--- src/hdl/ple_pkg.sv ---
// ----------------------------------------------------------------------------
// ple_pkg
// Operation codes, status codes and field widths of the positional list engine.
// ----------------------------------------------------------------------------
package ple_pkg;

  localparam int unsigned FuncW   = 3;
  localparam int unsigned ValueW  = 32;
  localparam int unsigned PosW    = 7;
  localparam int unsigned StatusW = 3;

  typedef logic [FuncW-1:0]   func_t;
  typedef logic [StatusW-1:0] status_t;

  localparam func_t F_INS_FRONT = 3'd0;
  localparam func_t F_INS_END   = 3'd1;
  localparam func_t F_INS_POS   = 3'd2;
  localparam func_t F_DEL_FRONT = 3'd3;
  localparam func_t F_DEL_END   = 3'd4;
  localparam func_t F_DEL_POS   = 3'd5;
  localparam func_t F_SEARCH    = 3'd6;
  localparam func_t F_DUMP      = 3'd7;

  localparam status_t ST_OK           = 3'd0;
  localparam status_t ST_EMPTY        = 3'd1;
  localparam status_t ST_BELOW_ONE    = 3'd2;
  localparam status_t ST_OUT_OF_BOUND = 3'd3;
  localparam status_t ST_FULL         = 3'd4;
  localparam status_t ST_NOT_FOUND    = 3'd5;

endpackage

--- src/hdl/positional_list_engine.sv ---
// Error results and end deletes go from acceptance straight to the response state.
// Insert/delete: a store read and a write per moved element; search: a read and a compare each.
// Dump: a read and an output step per element, held while the output stalls; one transaction in
// flight at a time, the next accepted in the cycle after the final result loads.
// The sequencer alternates a registered store read with an execute step per element.
// Reset clears the element count and output valid; store contents are undefined.
// ----------------------------------------------------------------------------
// positional_list_engine
// Ordered list of signed 32-bit values kept packed in a RAM with a count; a
// small sequencer shifts, compares and dumps elements one at a time.
// ----------------------------------------------------------------------------
module positional_list_engine
  import ple_pkg::*;
#(
  parameter int unsigned CAPACITY = 16
) (
  input  logic                     clk_i,
  input  logic                     rst_ni,
  input  logic                     in_valid_i,
  output logic                     in_stall_o,
  input  logic [FuncW-1:0]         func_i,
  input  logic signed [ValueW-1:0] value_i,
  input  logic [PosW-1:0]          position_i,
  output logic                     out_valid_o,
  input  logic                     out_stall_i,
  output logic [StatusW-1:0]       status_o,
  output logic signed [ValueW-1:0] element_o,
  output logic [PosW-1:0]          found_at_o,
  output logic                     last_o
);

  localparam int unsigned AW = (CAPACITY > 1) ? $clog2(CAPACITY) : 1;
  localparam int unsigned CW = $clog2(CAPACITY + 1);

  localparam logic [2:0] S_IDLE = 3'd0;
  localparam logic [2:0] S_RD   = 3'd1;
  localparam logic [2:0] S_EXE  = 3'd2;
  localparam logic [2:0] S_PUT  = 3'd3;
  localparam logic [2:0] S_DROP = 3'd4;
  localparam logic [2:0] S_RESP = 3'd5;

  logic [2:0]         state_q, state_d;
  func_t              func_q, func_d;
  logic [ValueW-1:0]  val_q, val_d;
  logic [AW-1:0]      idx_q, idx_d;
  logic [AW-1:0]      ptr_q, ptr_d;
  logic [CW-1:0]      count_q, count_d;
  status_t            res_status_q, res_status_d;
  logic [PosW-1:0]    res_found_q, res_found_d;

  logic [ValueW-1:0]  mem_q [CAPACITY];
  logic [ValueW-1:0]  rd_data_q;
  logic               rd_en, wr_en;
  logic [AW-1:0]      rd_addr, wr_addr;
  logic [ValueW-1:0]  wr_data;

  logic               out_valid_q;
  status_t            status_q;
  logic [ValueW-1:0]  element_q;
  logic [PosW-1:0]    found_q;
  logic               last_q;
  logic               out_load;
  status_t            out_status;
  logic [ValueW-1:0]  out_element;
  logic [PosW-1:0]    out_found;
  logic               out_last;
  logic               out_free;

  logic               is_ins, is_del;
  logic [PosW:0]      pos_x, cnt_x;
  logic [AW-1:0]      new_idx;
  status_t            err;
  logic               has_err;

  assign out_free   = !out_valid_q || !out_stall_i;
  assign in_stall_o = (state_q != S_IDLE);
  assign is_ins     = (func_q == F_INS_FRONT) || (func_q == F_INS_END) || (func_q == F_INS_POS);
  assign is_del     = (func_q == F_DEL_FRONT) || (func_q == F_DEL_POS);
  assign pos_x      = {1'b0, position_i};
  assign cnt_x      = (PosW + 1)'(count_q);

  always_comb begin
    state_d      = state_q;
    func_d       = func_q;
    val_d        = val_q;
    idx_d        = idx_q;
    ptr_d        = ptr_q;
    count_d      = count_q;
    res_status_d = res_status_q;
    res_found_d  = res_found_q;
    rd_en        = 1'b0;
    rd_addr      = ptr_q;
    wr_en        = 1'b0;
    wr_addr      = ptr_q;
    wr_data      = rd_data_q;
    out_load     = 1'b0;
    out_status   = ST_OK;
    out_element  = '0;
    out_found    = '0;
    out_last     = 1'b1;
    new_idx      = '0;
    err          = ST_OK;
    has_err      = 1'b0;

    unique case (state_q)
      S_IDLE: begin
        if (in_valid_i) begin
          func_d       = func_i;
          val_d        = value_i;
          res_found_d  = '0;
          res_status_d = ST_OK;
          unique case (func_i)
            F_INS_FRONT, F_INS_END, F_INS_POS: begin
              if (func_i == F_INS_END) begin
                new_idx = AW'(count_q);
              end else if (func_i == F_INS_POS) begin
                new_idx = AW'(position_i - 1'b1);
              end
              if (func_i == F_INS_POS && position_i == '0) begin
                has_err = 1'b1;
                err     = ST_BELOW_ONE;
              end else if (func_i == F_INS_POS && pos_x > cnt_x + 1'b1) begin
                has_err = 1'b1;
                err     = ST_OUT_OF_BOUND;
              end else if (count_q == CW'(CAPACITY)) begin
                has_err = 1'b1;
                err     = ST_FULL;
              end
              if (has_err) begin
                res_status_d = err;
                state_d      = S_RESP;
              end else begin
                idx_d = new_idx;
                ptr_d = AW'(count_q);
                if (AW'(count_q) > new_idx) begin
                  state_d = S_RD;
                end else begin
                  state_d = S_PUT;
                end
              end
            end
            F_DEL_FRONT, F_DEL_POS: begin
              if (func_i == F_DEL_POS) begin
                new_idx = AW'(position_i - 1'b1);
              end
              if (func_i == F_DEL_POS && position_i == '0) begin
                has_err = 1'b1;
                err     = ST_BELOW_ONE;
              end else if (count_q == '0 && (func_i == F_DEL_FRONT || position_i == PosW'(1))) begin
                has_err = 1'b1;
                err     = ST_EMPTY;
              end else if (func_i == F_DEL_POS && pos_x > cnt_x) begin
                has_err = 1'b1;
                err     = ST_OUT_OF_BOUND;
              end
              if (has_err) begin
                res_status_d = err;
                state_d      = S_RESP;
              end else begin
                ptr_d = new_idx;
                if (CW'(new_idx) + 1'b1 < count_q) begin
                  state_d = S_RD;
                end else begin
                  state_d = S_DROP;
                end
              end
            end
            F_DEL_END: begin
              if (count_q == '0) begin
                res_status_d = ST_EMPTY;
              end else begin
                count_d = count_q - 1'b1;
              end
              state_d = S_RESP;
            end
            F_SEARCH, F_DUMP: begin
              ptr_d = '0;
              if (count_q == '0) begin
                res_status_d = ST_EMPTY;
                state_d      = S_RESP;
              end else begin
                state_d = S_RD;
              end
            end
            default: ;
          endcase
        end
      end
      S_RD: begin
        rd_en = 1'b1;
        if (is_ins) begin
          rd_addr = ptr_q - 1'b1;
        end else if (is_del) begin
          rd_addr = ptr_q + 1'b1;
        end
        state_d = S_EXE;
      end
      S_EXE: begin
        if (is_ins) begin
          wr_en = 1'b1;
          ptr_d = ptr_q - 1'b1;
          if (ptr_q - 1'b1 > idx_q) begin
            state_d = S_RD;
          end else begin
            state_d = S_PUT;
          end
        end else if (is_del) begin
          wr_en = 1'b1;
          ptr_d = ptr_q + 1'b1;
          if (CW'(ptr_q) + CW'(2) < count_q) begin
            state_d = S_RD;
          end else begin
            state_d = S_DROP;
          end
        end else if (func_q == F_SEARCH) begin
          if (rd_data_q == val_q) begin
            res_status_d = ST_OK;
            res_found_d  = PosW'(ptr_q) + 1'b1;
            state_d      = S_RESP;
          end else if (CW'(ptr_q) + 1'b1 == count_q) begin
            res_status_d = ST_NOT_FOUND;
            state_d      = S_RESP;
          end else begin
            ptr_d   = ptr_q + 1'b1;
            state_d = S_RD;
          end
        end else if (out_free) begin
          out_load    = 1'b1;
          out_element = rd_data_q;
          out_last    = (CW'(ptr_q) + 1'b1 == count_q);
          if (out_last) begin
            state_d = S_IDLE;
          end else begin
            ptr_d   = ptr_q + 1'b1;
            state_d = S_RD;
          end
        end
      end
      S_PUT: begin
        wr_en   = 1'b1;
        wr_addr = idx_q;
        wr_data = val_q;
        count_d = count_q + 1'b1;
        state_d = S_RESP;
      end
      S_DROP: begin
        count_d = count_q - 1'b1;
        state_d = S_RESP;
      end
      S_RESP: begin
        if (out_free) begin
          out_load    = 1'b1;
          out_status  = res_status_q;
          out_element = (func_q == F_SEARCH) ? val_q : '0;
          out_found   = res_found_q;
          state_d     = S_IDLE;
        end
      end
      default: state_d = S_IDLE;
    endcase
  end

  always_ff @(posedge clk_i or negedge rst_ni) begin
    if (!rst_ni) begin
      state_q     <= S_IDLE;
      count_q     <= '0;
      out_valid_q <= 1'b0;
    end else begin
      state_q <= state_d;
      count_q <= count_d;
      if (out_load) begin
        out_valid_q <= 1'b1;
      end else if (!out_stall_i) begin
        out_valid_q <= 1'b0;
      end
    end
  end

  always_ff @(posedge clk_i) begin
    func_q       <= func_d;
    val_q        <= val_d;
    idx_q        <= idx_d;
    ptr_q        <= ptr_d;
    res_status_q <= res_status_d;
    res_found_q  <= res_found_d;
    if (out_load) begin
      status_q  <= out_status;
      element_q <= out_element;
      found_q   <= out_found;
      last_q    <= out_last;
    end
  end

  // element store
  always_ff @(posedge clk_i) begin
    if (wr_en) begin
      mem_q[wr_addr] <= wr_data;
    end
    if (rd_en) begin
      rd_data_q <= mem_q[rd_addr];
    end
  end

  assign out_valid_o = out_valid_q;
  assign status_o    = status_q;
  assign element_o   = element_q;
  assign found_at_o  = found_q;
  assign last_o      = last_q;

`ifndef SYNTHESIS
  a_count_bound: assert property (@(posedge clk_i) disable iff (!rst_ni)
    count_q <= CW'(CAPACITY))
    else $error("element count above capacity");

  a_count_step: assert property (@(posedge clk_i) disable iff (!rst_ni)
    (count_q != $past(count_q)) |->
      (count_q == CW'($past(count_q) + 1'b1) || count_q == CW'($past(count_q) - 1'b1)))
    else $error("element count moved by more than one");

  a_found_ok: assert property (@(posedge clk_i) disable iff (!rst_ni)
    (out_valid_o && found_at_o != '0) |-> (status_o == ST_OK))
    else $error("found position with non-ok status");

  a_notlast_ok: assert property (@(posedge clk_i) disable iff (!rst_ni)
    (out_valid_o && !last_o) |-> (status_o == ST_OK && found_at_o == '0))
    else $error("non-final result outside a dump");
`endif

endmodule
--- config.mk ---
export PLATFORM = sky130hd
export DESIGN_NAME = positional_list_engine
export DESIGN_NICKNAME = d
export VERILOG_FILES = /design/src/hdl/ple_pkg.sv /design/src/hdl/positional_list_engine.sv
export SDC_FILE = /design/constraint.sdc
export NUM_CORES = 1
export LEC_CHECK = 0
export BUFFER_PORTS_ARGS = -buffer_cell sky130_fd_sc_hd__buf_2
export CAP_MARGIN = 20
export CORE_MARGIN = 2
export CORE_UTILIZATION = 59
export DETAILED_ROUTE_END_ITERATION = 8
export GPL_TIMING_DRIVEN = 0
export PLACE_DENSITY = 0.74
export SETUP_SLACK_MARGIN = 0.1
export SLEW_MARGIN = 20
export SYNTH_ARGS = -nofsm -noshare
export SYNTH_HDL_FRONTEND = slang
export SYNTH_SLANG_ARGS = --single-unit
--- constraint.sdc ---
create_clock -name clk_i -period 4 [get_ports clk_i]
set_input_delay 0.8 -clock clk_i [delete_from_list [all_inputs] [get_ports clk_i]]
set_output_delay 0.8 -clock clk_i [all_outputs]
set_load 0.02 [all_outputs]
=== Word level (Yosys, flattened, before mapping) ===
Memory sizes are Yosys's and may differ from the RTL's. A register that Yosys moved wholly into a read port is not among the register bits.
Index checks and enable logic that the tools add are counted.
W data, S select, Z words.

* Memory bits (writable): 512
* Logic and storage cells: 205
* Flip-flop bits (word level): 105
* Memories: 1
* Input port bits: 46
* Output and inout port bits: 45

* Add/subtract/negate cells: 10
* Order comparisons: 6
* Eq/ne operators: 36
* Reduce and logical (&&, ||, !) cells: 34
* Multiplexer cells: 102
* Bitwise operators: 3

{| class="wikitable"
|+ Memories
! memory !! depth !! bits a word !! rd ports !! clocked after memory_dff !! write ports !! line !! text
|-
| mem_q || 16 || 32 || 1 || 1 || 1 || positional_list_engine.sv:51 || <nowiki>logic [ValueW-1:0] mem_q [CAPACITY];</nowiki>
|}

{| class="wikitable"
|+ Operators with widths
! operator !! count
|-
| $mux W32 || 7
|-
| $mux W4 || 22
|-
| $mux W3 || 24
|-
| $pmux W32 S2 || 1
|-
| $mux W7 || 5
|-
| $eq A32 B32 Y1 || 1
|-
| $mux W1 || 25
|-
| $eq A3 B3 Y1 const B || 8
|-
| $eq A3 B2 Y1 const B || 6
|-
| $add A4 B1 Y5 const B || 3
|-
| $mux W5 || 3
|-
| $pmux W3 S5 || 1
|-
| $pmux W5 S3 || 1
|-
| $ne A2 B2 Y1 const B || 7
|-
| $pmux W7 S2 || 1
|-
| $pmux W3 S4 || 1
|-
| $pmux W4 S3 || 1
|-
| $reduce_and A6 Y1 || 2
|-
| $lt A5 B5 Y1 || 2
|-
| $mux W2 || 5
|-
| $ne A5 B5 Y1 const B || 2
|-
| $eq A3 B1 Y1 const B || 3
|-
| $logic_not A3 Y1 || 3
|-
| $ne A3 B3 Y1 const B || 3
|-
| other kinds (33) || 54
|}

=== Logic depth before layout (Yosys ltp) ===
* Word-level depth: 12
* Gate-level depth with buffers: 14
* Depth with buffers taken out: 14

=== Least setup slack after synthesis ===
OpenSTA, ideal clock, no wires.

* Path type: register to register
* Start: register state_q[2]
* End: memory mem_q[5][0], enable pin
* Setup slack: 774 ps
* Data arrival time: 2805 ps
* Data required time: 3579 ps
* Cell stages (with the launch flop): 7
* Clock period less this slack: 3226 ps
* Setup time: 421 ps
* Buffers on the path: 2
* Path through: dfrtp_1 -> clkbuf_1 -> and3b_1 -> clkinv_1 -> clkbuf_1 -> a31oi_1 -> nor2_1

* Word-level cells in the longest chain between the ends: 4
* Elaborated cells between the ends (all ways): 6
* Those cells by class: eq/ne (2); mux (4)

{| class="wikitable"
|+ RTL lines
! what !! line !! text
|-
| start: declaration || positional_list_engine.sv:42 || <nowiki>logic [2:0] state_q, state_d;</nowiki>
|-
| start signal: assignment || positional_list_engine.sv:269 || <nowiki>state_q <= state_d;</nowiki>
|-
| $eq A3 B2 Y1 || positional_list_engine.sv:105 || <nowiki>unique case (state_q)</nowiki>
|-
| $pmux W1 S2 || positional_list_engine.sv:105 ||
|-
| $mux W1 || positional_list_engine.sv:296 || <nowiki>if (wr_en) begin</nowiki>
|-
| $mux W1 (not written as such) || positional_list_engine.sv:297 || <nowiki>mem_q[wr_addr] <= wr_data;</nowiki>
|-
| end: declaration || positional_list_engine.sv:51 ||
|}

Several ways; a longest one is shown, not always the timed one.

=== Final worst setup path ===
* Start: register ptr_q[2]
* End: register rd_data_q[20], read port of mem_q, data pin

* Word-level cells in the longest chain between the ends: 4
* Elaborated cells between the ends (all ways): 5
* Those cells by class: add/sub (2); mux (3)

{| class="wikitable"
|+ RTL lines
! what !! line !! text
|-
| start: declaration || positional_list_engine.sv:46 || <nowiki>logic [AW-1:0] ptr_q, ptr_d;</nowiki>
|-
| start signal: assignment || positional_list_engine.sv:283 || <nowiki>ptr_q <= ptr_d;</nowiki>
|-
| $add A4 B1 Y4 || positional_list_engine.sv:194 || <nowiki>rd_addr = ptr_q + 1'b1;</nowiki>
|-
| $mux W4 || positional_list_engine.sv:193 || <nowiki>end else if (is_del) begin</nowiki>
|-
| $mux W4 || positional_list_engine.sv:191 || <nowiki>if (is_ins) begin</nowiki>
|-
| $mux W4 * || positional_list_engine.sv:105 ||
|-
| end: declaration || positional_list_engine.sv:52 || <nowiki>logic [ValueW-1:0] rd_data_q;</nowiki>
|}

Mark *: on every way between the ends. The rest lies on a longest branch, timed or not.
A chain may end at the register's enable or synchronous reset.

==> summary.md <==
| Metric | Value |
|---|---|
| Antenna violations before repair | 0 |
| Vias | 14850 |
| Synth warn | 0 |
| Boundary Pins | 91 |
| Seq/Total Area, Yosys | 0.7291 |
| First-pass GRT wire length | 96300 um |
| Nets | 1741 |
| Crit path top cell by count | nand2_1 |
| Worst reg2reg path depth | 12 |
| Lkg Pwr | 10.33 nW |
| Max-slew violations | 0 |
| Fin crit share | 0.9271 |
| Total Die Area | 46630 um^2 |
| Sw Ratio | 0.3449 |
| Clk network pwr share | 0.234 |
| Total track usage | 0.2869 |
| CTS tree | done |
| Worst slew margin | 0.3098 |
| Die width | 215.9 um |
| Post-route cell area | 30470 um^2 |
| Detailed placer's ending HPWL | 43270 um |
| CP max stage cell | buf_2 |
| Post-route ant nets | 0 |
| Max incr delay on CP | 0.44 ns |
| Util after Layout | 0.6874 |
| Total wire length | 65540 um |
| Clock Path Buffers | 3 |
| Post-synth EDFFs | 636 |
| R2R Path End | rd_data_q[20] |
| Post-CTS Hold Buffers | 0 |
| Worst vdd ir | 517.9 uV |
| Slew at the pin closest to its max-slew limit | 1.030 ns |
| DR vias/cell | 6.481 |
| Crit path DAT | 4.08 ns |
| Cells after synthesis | 1475 |
| Final Skew | 0.03810 ns |
| RSZ-0062 raised after global routing | false |
| WP data required | 4.37 ns |
| Final setup viols | 0 |
| Flop2flop setup slack | 0.29 ns |
| Logic pwr share | 0.355 |
| Starting Density | 0.5980 |
| Gpl congestion | 0.8781 |
| Number of remaining DRC errors | 0 |
| Syn avg cell area | 17.97 um^2 |
| Crit end category | register |
| Most used DFF post-synth | edfxtp_1 |
| CTS root buffer | clkbuf_16 |
| P_int | 16.17 mW |
| Clk Latency, worst-skew pair | 0.64 ns |
| Worst min-delay path class | primary input to async pin |
| Share of cells above drive strength 1 | 0.2266 |
| Tmin final | 3.708 ns |
| Yosys reg bits | 645 |
| CP Class | register to register |
| Ys async rst share | 0.01395 |
| Port bufs | 88 |
| Synthesis-to-layout area growth | 14.96% |
| Multi-input logic area | 6887 um^2 |
| Wire length per cell | 28.61 um |
| Clock sinks | 645 |
| Syn Std Cell Area | 26500 um^2 |
| FP Rows | 77 |
| Drt first pass iters | 6 |
| RR Startpoint | ptr_q[2] |
| Distinct cells, synth | 58 |
| Largest net degree at the start of global routing | 43 |
| Final Hold Viols | 0 |
| Status | finished clean |
| Crit path cell chain | clkbuf_1 > inv_1 > ha_1 > nand2_1 > nand2_1 > xnor2_1 > a222oi_1 > buf_2 > buf_2 > mux4_2 > a22oi_1 > nand2_1 |
| N_diodes | 0 |
| Die height | 215.9 um |
| Net Sw Power | 8.514 mW |
| Vias in the first global route | 14870 |
| Post-Place Cell Area | 28470 um^2 |
| Max-cap viol count | 0 |
| Worst-path clk slew | 0.07 ns |
| DRT iter0 DRCs | 2071 |
| Placed Instances | 2182 |
| Overflow after GRT | 0 |
| H-tree levels | 2 |
| Fillers | 2841 |
| Critical Path Start | ptr_q[2] |
| Power per cell area | 810.3 nW/um^2 |
| Finished Layout Cells | 2291 |
| Storage cell area | 19320 um^2 |
| Cts bufs inserted | 60 |
| Critical path endpoint | rd_data_q[20] |
| Core box area | 44320 um^2 |
| Sequential Power Share | 0.412 |
| CP Launch Type | register |
| Crit Path Max Fanout | 10 |
| Fmax | 0.2697 GHz |
-- worst min path at each step --
stage                                from            end  cells past startpoint
after CTS                          rst_ni     count_q[0]                      1
after global placement    res_status_q[0]    status_o[0]                      1
final                              rst_ni     count_q[0]                      1
after detailed placement   res_found_q[2]  found_at_o[2]                      1
after global routing               rst_ni     count_q[1]                      1
after floorplan                    rst_ni     count_q[0]                      0
-- synthesized netlist by cell type, types with 8 or more instances --
library cell  instances  area share
buf_2                24      0.0045
mux4_2              128        0.11
nor2_1               49      0.0069
clkbuf_1             41      0.0058
nand3_1              10      0.0019
o21ai_0              18      0.0034
xnor2_1              19      0.0063
edfxtp_1            636        0.72
a22o_1               32       0.011
inv_1                22      0.0031
xor2_1               40       0.013
nand2_1             160       0.023
a22oi_1              65       0.018
a21o_1                8      0.0023
nor2b_1              14      0.0033
a21oi_1              27      0.0051
nor3_1               15      0.0028
and2_1               13      0.0031
dfrtp_1               9      0.0085
ha_1                 42       0.020
nor4_1               11      0.0026
-- per-layer routing --
layer  vias to the layer above  routed length [um]  share of wire  GRT usage
met4                         0                2406          0.037     0.1066
li1                       6244                   -              -          -
met1                      7528               24610           0.38     0.3919
met5                         -                   0              0          0
met2                       923               32030           0.49     0.4637
met3                       152                6486          0.099    0.05976
-- worst max-delay path: cells and delay by family, from the launching register on --
kind	cells	cell delay [ns]
buffers and inverters	4	1.38
adders and majority gates	1	0.23
xor gates and xnor gates	1	0.18
muxes	1	0.41
and+or+nand+nor	3	0.23
DFF	1	0.37
AOI/OAI and AO/OA	2	0.66
-- state kept, by name, summed over array words and instances, names as in the netlist --
| name | flops |
|---|---|
| idx_q | 4 |
| count_q | 5 |
| last_o | 1 |
| res_found_q | 5 |
| ptr_q | 4 |
| val_q | 32 |
| res_status_q | 3 |
| status_o | 3 |
| mem_q | 512 |
| found_at_o | 5 |
| out_valid_o | 1 |
| func_q | 3 |
| rd_data_q | 32 |
| element_o | 32 |
| state_q | 3 |
-- cell type report --
type                    instances  area share
flip-flops and latches        645      0.6343
multi-input cells             731      0.2260
clock inverters                33     0.01207
inverters                      24    0.002957
well taps                     592     0.02431
repair buffers                114     0.03631
plain buffers                  76     0.01138
clock buffers                  76     0.05265
-- cell usage in the layout, fill, tap and decap left out, types with 7 or more instances in the layout --
cell type | netlist | routed
nor2b_1 | 14 | 14
nand2b_1 | 7 | 7
clkbuf_16 | 0 | 62
clkbuf_1 | 41 | 55
edfxtp_1 | 636 | 636
nor3_1 | 15 | 15
nand2_1 | 160 | 160
and2_1 | 13 | 13
bufinv_16 | 0 | 8
xor2_1 | 40 | 40
mux4_2 | 128 | 128
buf_16 | 0 | 20
nor2_4 | 0 | 16
buf_4 | 7 | 7
buf_2 | 24 | 110
clkinv_2 | 0 | 10
nand3_1 | 10 | 10
ha_1 | 42 | 42
dfrtp_1 | 9 | 9
nor2_1 | 49 | 33
a22oi_1 | 65 | 65
a22o_1 | 32 | 32
a21oi_1 | 27 | 26
a21o_1 | 8 | 8
clkinv_1 | 2 | 14
o21ai_0 | 18 | 18
inv_1 | 22 | 20
nor4_1 | 11 | 11
xnor2_1 | 19 | 19
-- power groups by stage --
stage / Clock, mW / Combinational (mW) / Sequential (mW)
floorplan: 0 / 5.71 / 10.2
global placement: 0 / 8.15 / 10.3
detailed placement: 0 / 8.64 / 10.3
CTS: 5.80 / 8.72 / 10.1
global route: 6.05 / 9.41 / 10.2
finish: 5.77 / 8.75 / 10.2
-- stage by stage --
stage	total power [mW]	TNS [ns]	hold WS, ns	setup WS, ns
6_report	24.69	0	0.02789	0.2918
5_1_grt	25.69	0	0.02954	0.1058
2_1_floorplan	15.91	0	0.4962	0.7736
3_3_place_gp	18.44	-655.52	0.5019	-1.466
4_1_cts	24.67	0	0.01461	0.2089
3_5_place_dp	18.91	0	0.5022	0.04004
-- kinds of logic (layout without fill, tap and decap cells) --
logic type,Yosys count,after routing,share of synthesized area
AOI/OAI and AO/OA,191,191,0.05231
muxes,130,130,0.1096
adders and majority gates,43,43,0.02058
and+or+nand+nor,306,306,0.05245
xor gates and xnor gates,59,59,0.01950
buffers and inverters,100,323,0.01629
other,1,2,0.0001415
DFF,645,645,0.7291
-- what timing repair did --
item / in CTS / in global routing
setup endpoints to repair: 41 / 6
gates resized for setup: 1 / 3
pin swaps: 0 / 0
gates cloned: 0 / 0
buffers inserted: 0 / 0
endpoints found under the hold margin: 0 / 0
(Power assumes the default switching activity.)
